### config.mk
export PLATFORM = sky130hd
export DESIGN_NAME = wgm_seq
export DESIGN_NICKNAME = d
export VERILOG_FILES = /design/src/rtl/core/wildcard_glob_matcher_assert.svh /design/src/rtl/core/wgm_pkg.sv /design/src/rtl/core/wgm_seq.sv
export SDC_FILE = /design/constraint.sdc
export NUM_CORES = 1
export LEC_CHECK = 0
export BUFFER_PORTS_ARGS = -buffer_cell sky130_fd_sc_hd__clkbuf_2
export CAP_MARGIN = 20
export CELL_PAD_IN_SITES_DETAIL_PLACEMENT = 0
export CELL_PAD_IN_SITES_GLOBAL_PLACEMENT = 1
export CORE_AREA = 2 2 39 41
export DETAILED_ROUTE_END_ITERATION = 7
export DIE_AREA = 0 0 41 43
export PLACE_DENSITY = 0.81
export RECOVER_POWER = 25
export SKIP_CTS_REPAIR_TIMING = 1
export SLEW_MARGIN = 20
export SYNTH_ARGS = -nofsm -noshare
export SYNTH_HDL_FRONTEND = slang
export SYNTH_SLANG_ARGS = --single-unit
### constraint.sdc
create_clock -name clk -period 5.8 [get_ports clk]
set_input_delay 0.29 -clock clk [delete_from_list [all_inputs] [get_ports clk]]
set_output_delay 0.29 -clock clk [all_outputs]
set_load 0.1 [all_outputs]
### src/rtl/core/wildcard_glob_matcher_assert.svh
// Assertion macros shared by the wildcard glob matcher RTL.
`ifndef WILDCARD_GLOB_MATCHER_ASSERT_SVH
`define WILDCARD_GLOB_MATCHER_ASSERT_SVH

// Same-cycle implication, checked on every clock edge out of reset.
`define WGM_ASSERT_NOW(lbl, ante, cons, msg) \
  lbl: assert property (@(posedge clk) disable iff (!rst_n) (ante) |-> (cons)) \
    else $error(msg);

// Next-cycle implication, checked on every clock edge out of reset.
`define WGM_ASSERT_NEXT(lbl, ante, cons, msg) \
  lbl: assert property (@(posedge clk) disable iff (!rst_n) (ante) |=> (cons)) \
    else $error(msg);

`endif

### src/rtl/core/wgm_pkg.sv
// Types, constants and the microcode table of the wildcard glob matcher.
package wgm_pkg;

  // Buffer sizes and the widths that follow from them.
  localparam int PAT_DEPTH = 64;
  localparam int SUB_DEPTH = 256;
  localparam int PAT_AW    = (PAT_DEPTH > 1) ? $clog2(PAT_DEPTH) : 1;
  localparam int SUB_AW    = (SUB_DEPTH > 1) ? $clog2(SUB_DEPTH) : 1;
  localparam int PAT_CW    = $clog2(PAT_DEPTH + 1);
  localparam int SUB_CW    = $clog2(SUB_DEPTH + 1);
  localparam logic [PAT_CW-1:0] PAT_FULL = PAT_CW'(PAT_DEPTH);
  localparam logic [SUB_CW-1:0] SUB_FULL = SUB_CW'(SUB_DEPTH);

  // Character codes with a special meaning in the pattern.
  localparam logic [15:0] CH_STAR = 16'h002A;
  localparam logic [15:0] CH_ANY  = 16'h003F;

  // Transaction opcodes.
  localparam logic [1:0] OP_PAT  = 2'd0;
  localparam logic [1:0] OP_SUB  = 2'd1;
  localparam logic [1:0] OP_EVAL = 2'd2;

  // Payload of the input and result channels.
  typedef struct packed {
    logic [1:0]  opcode;
    logic [15:0] char_code;
  } in_t;

  typedef struct packed {
    logic matched;
    logic overflowed;
  } out_t;

  // Microprogram step addresses.
  localparam int STEP_W = 3;
  localparam logic [STEP_W-1:0] S_IDLE   = 3'd0;
  localparam logic [STEP_W-1:0] S_CHECK  = 3'd1;
  localparam logic [STEP_W-1:0] S_FETCH  = 3'd2;
  localparam logic [STEP_W-1:0] S_EVAL   = 3'd3;
  localparam logic [STEP_W-1:0] S_TFETCH = 3'd4;
  localparam logic [STEP_W-1:0] S_TEVAL  = 3'd5;
  localparam logic [STEP_W-1:0] S_EMIT   = 3'd6;

  // Datapath operations.
  localparam logic [1:0] DP_LOAD = 2'd0;
  localparam logic [1:0] DP_EVAL = 2'd1;
  localparam logic [1:0] DP_TAIL = 2'd2;
  localparam logic [1:0] DP_EMIT = 2'd3;

  // Branch conditions.
  localparam logic [2:0] C_NONE     = 3'd0;
  localparam logic [2:0] C_EVAL_ACC = 3'd1;
  localparam logic [2:0] C_OVF      = 3'd2;
  localparam logic [2:0] C_SUB_DONE = 3'd3;
  localparam logic [2:0] C_FINISH   = 3'd4;
  localparam logic [2:0] C_OUT_FREE = 3'd5;

  // One microcode word.
  typedef struct packed {
    logic              in_rdy;
    logic              rd_en;
    logic [1:0]        dp_op;
    logic [2:0]        cond;
    logic [STEP_W-1:0] jmp;
    logic [STEP_W-1:0] nxt;
  } ctl_t;

  // Status flags the datapath hands back to the sequencer.
  typedef struct packed {
    logic eval_acc;
    logic ovf;
    logic sub_done;
    logic finish;
    logic out_free;
  } sts_t;

  // Microcode ROM: taken branch goes to jmp, otherwise to nxt.
  function automatic ctl_t ucode(input logic [STEP_W-1:0] step);
    ctl_t w;
    w = '{in_rdy: 1'b0, rd_en: 1'b0, dp_op: DP_LOAD, cond: C_NONE,
          jmp: S_IDLE, nxt: S_IDLE};
    unique case (step)
      S_IDLE: begin
        w.in_rdy = 1'b1;
        w.cond   = C_EVAL_ACC;
        w.jmp    = S_CHECK;
        w.nxt    = S_IDLE;
      end
      S_CHECK: begin
        w.cond = C_OVF;
        w.jmp  = S_EMIT;
        w.nxt  = S_FETCH;
      end
      S_FETCH: begin
        w.rd_en = 1'b1;
        w.cond  = C_SUB_DONE;
        w.jmp   = S_TEVAL;
        w.nxt   = S_EVAL;
      end
      S_EVAL: begin
        w.dp_op = DP_EVAL;
        w.cond  = C_FINISH;
        w.jmp   = S_EMIT;
        w.nxt   = S_FETCH;
      end
      S_TFETCH: begin
        w.rd_en = 1'b1;
        w.nxt   = S_TEVAL;
      end
      S_TEVAL: begin
        w.dp_op = DP_TAIL;
        w.cond  = C_FINISH;
        w.jmp   = S_EMIT;
        w.nxt   = S_TFETCH;
      end
      S_EMIT: begin
        w.dp_op = DP_EMIT;
        w.cond  = C_OUT_FREE;
        w.jmp   = S_IDLE;
        w.nxt   = S_EMIT;
      end
      default: begin
        w.nxt = S_IDLE;
      end
    endcase
    return w;
  endfunction

endpackage

### src/rtl/core/wgm_seq.sv
// Microcode sequencer: step counter, control ROM and conditional jumps.
module wgm_seq (
  input  logic          clk,
  input  logic          rst_n,
  input  wgm_pkg::sts_t sts,
  output wgm_pkg::ctl_t ctl
);

  logic [wgm_pkg::STEP_W-1:0] step_r;
  logic [wgm_pkg::STEP_W-1:0] step_nxt;
  logic                       take;

  // Control word of the current step.
  assign ctl = wgm_pkg::ucode(step_r);

  // Pick the branch condition named by the control word.
  always_comb begin
    unique case (ctl.cond)
      wgm_pkg::C_NONE:     take = 1'b0;
      wgm_pkg::C_EVAL_ACC: take = sts.eval_acc;
      wgm_pkg::C_OVF:      take = sts.ovf;
      wgm_pkg::C_SUB_DONE: take = sts.sub_done;
      wgm_pkg::C_FINISH:   take = sts.finish;
      wgm_pkg::C_OUT_FREE: take = sts.out_free;
      default:             take = 1'b0;
    endcase
    step_nxt = take ? ctl.jmp : ctl.nxt;
  end

  // Step counter.
  always_ff @(posedge clk) begin
    if (!rst_n) begin
      step_r <= wgm_pkg::S_IDLE;
    end else begin
      step_r <= step_nxt;
    end
  end

endmodule

==> results.json <==
{
  "required_ps": 5510,
  "root_buffer": "clkbuf_4",
  "syn_nets": 56,
  "dp_cells": 80,
  "grt_max_degree": 15,
  "setup_viol": 0,
  "cts_tree": "done",
  "fin_tns_setup_ps": 0,
  "reg_top3": "step_r x3",
  "totalWireLength_um": 967,
  "fmax_mhz": 386,
  "num_rows": 14,
  "start_util_pct": 26.9,
  "rsz0062_at_grt": "no",
  "status": "finished clean",
  "criticalPathCategory": "reg -> out",
  "crit_family": "flip-flops",
  "clock_skew_ps": 4.62,
  "via_per_inst": 4.70,
  "maxSlewViolCount": 0,
  "start_kind": "register",
  "clk_latency_ps": 240,
  "tightest_slew_ps": 1170,
  "cp-end-kind": "output port",
  "numPortBuffers": 19,
  "n_antenna_cell": 0,
  "htreeDepth": 1,
  "cpMostUsedCell": "nor2_1",
  "dp_hpwl_um": 734,
  "syn_to_final_growth_pct": 31.0,
  "synth.avg_cell_area_um2": 7.74,
  "die_w_um": 41,
  "synth_warnings": 0,
  "synth_cells": 48,
  "largest_reg_flops": 3,
  "placeableCoreArea_um2": 1380,
  "critPathMaxStageDelay_ps": 540,
  "setup_ws_ps": 3210,
  "dr_total_vias": 395,
  "hp-class": "in -> reg",
  "drcViolationCount": 0,
  "place_congestion": 0.690,
  "min_period_ps": 2590,
  "grt-ovfl-total": 0,
  "fillers": 162,
  "hold_viol_final": 0,
  "largest-register": "step_r",
  "drtAntennaViolNets": 0,
  "ys_seq_elements": 3,
  "utilization_pct": 35.2,
  "slowest_stage": "dfxtp_1",
  "period_share_pct": 44.7,
  "clkSinkCount": 3,
  "slew_headroom_pct": 22.4,
  "grtUsageTotal_pct": 14.4,
  "drive_above_1_share_pct": 33.8,
  "cts_buffers": 3,
  "wire_per_inst_um": 11.5,
  "ios": 20,
  "yosysUniqueCellTypes": 24,
  "antenna_found_initial": 0,
  "grt_pass1_vias": 356,
  "first_iter_violations": 1,
  "final_cells": 84,
  "cp_max_fo": 12,
  "ys_seq_area_share_pct": 16.2,
  "first_pass_iters": 2,
  "fin_nets": 77,
  "dpl_worst_slack_ps": 3450,
  "cts_buffer_depth": 2,
  "crit_chain": "xor2_1 -> and2_1 -> nor2_1 -> ha_1 -> a21o_1 -> nor2_1 -> clkbuf_2",
  "grt_pass1_wl_um": 1570,
  "arrival_ps": 2300,
  "die-area_um2": 1760,
  "die-height_um": 43,
  "syn-cell-area_um2": 372,
  "maxCapViolations": 0,
  "crit_buf_inv": 1,
  "clk_pin_slew_worst_paths_ps": 40
}
-- worst paths after layout --
kind | from | end | slack (ps) | cells past startpoint
setup reg to reg | step_r[0] | step_r[1] | 3580 | 8
setup / recovery | step_r[0] | ctl[3] | 3210 | 7
hold reg to reg | step_r[0] | step_r[1] | 790 | 4
hold / removal | rst_n | step_r[0] | 360 | 3
-- placed cells by master, fill, tap and decap left out --
cell type	n
nor2_1	5
clkbuf_1	5
ha_1	1
dfxtp_1	3
nand2_1	7
o21ai_1	2
and2_1	1
clkbuf_4	3
nor3_1	1
a221oi_4	1
a21boi_1	1
xor2_1	1
a21oi_1	2
o32ai_2	1
xnor2_1	1
nand3b_1	2
inv_2	2
a21o_1	1
clkbuf_2	15
a211oi_1	2
mux2i_1	4
or3_1	1
xnor2_2	1
inv_1	2
nand2b_1	3
-- routing by layer --
layer | vias up | wire (um) | global-route usage [%]
li1 | 203 | - | -
met2 | 20 | 396 | 19.4
met4 | 0 | 28 | 10.0
met5 | - | 0 | 0
met3 | 5 | 109 | 10.5
met1 | 167 | 433 | 15.0
-- worst reg2reg max path: cells and delay by family, from the launching register on --
kind / cells / cell delay, ps
flops: 1 / 540
simple gates: 3 / 480
compound gates: 2 / 460
fa+ha+maj: 1 / 280
mux: 1 / 240
xor+xnor: 1 / 140
-- cells by family after synthesis --
logic type / share of synthesized area (%)
AND/OR/NAND/NOR: 25.9
AO/OA/AOI/OAI: 24.9
buffers and inverters: 9.77
multiplexers: 10.8
XOR/XNOR: 9.09
flip-flops: 16.2
adder cells (fa/ha/maj): 3.37
-- final cells by class --
cell class                 count  area (um2)  area share (%)
timing repair buffer          19        90.1            18.5
sequential                     3        60.1            12.3
multi-input combinational     38         275            56.6
tap                           16        20.0            4.11
inverter                       4        15.0            3.08
clock buffer                   4        26.3            5.40
-- per-stage QoR --
step / hold WS, ps / area [um2]
2_1_floorplan: 429 / 372
3_3_place_gp: 607 / 465
3_5_place_dp: 607 / 465
4_1_cts: 352 / 492
5_1_grt: 371 / 487
6_report: 357 / 487
-- cells in the mapped netlist --
master	instances	share of area [%]
xnor2_1	1	2.4
inv_1	2	2.0
xnor2_2	1	4.4
dfxtp_1	3	16
a211oi_1	2	4.0
or3_1	1	1.7
a221oi_4	1	7.1
nand2_1	7	7.1
a21oi_1	2	2.7
buf_6	1	3.0
xor2_1	1	2.4
buf_2	2	2.7
mux2i_1	4	11
o32ai_2	1	4.4
nor2_1	5	5.1
nand3b_1	2	4.0
nor3_1	1	1.3
a21o_1	1	2.0
nand2b_1	3	5.1
o21ai_1	2	2.7
ha_1	1	3.4
a21boi_1	1	2.0
and2_1	1	1.7
inv_2	2	2.0
Power is left out: the tool's default activity adds up to more than one toggle a clock period on the data nets, which glitch-free logic cannot reach.
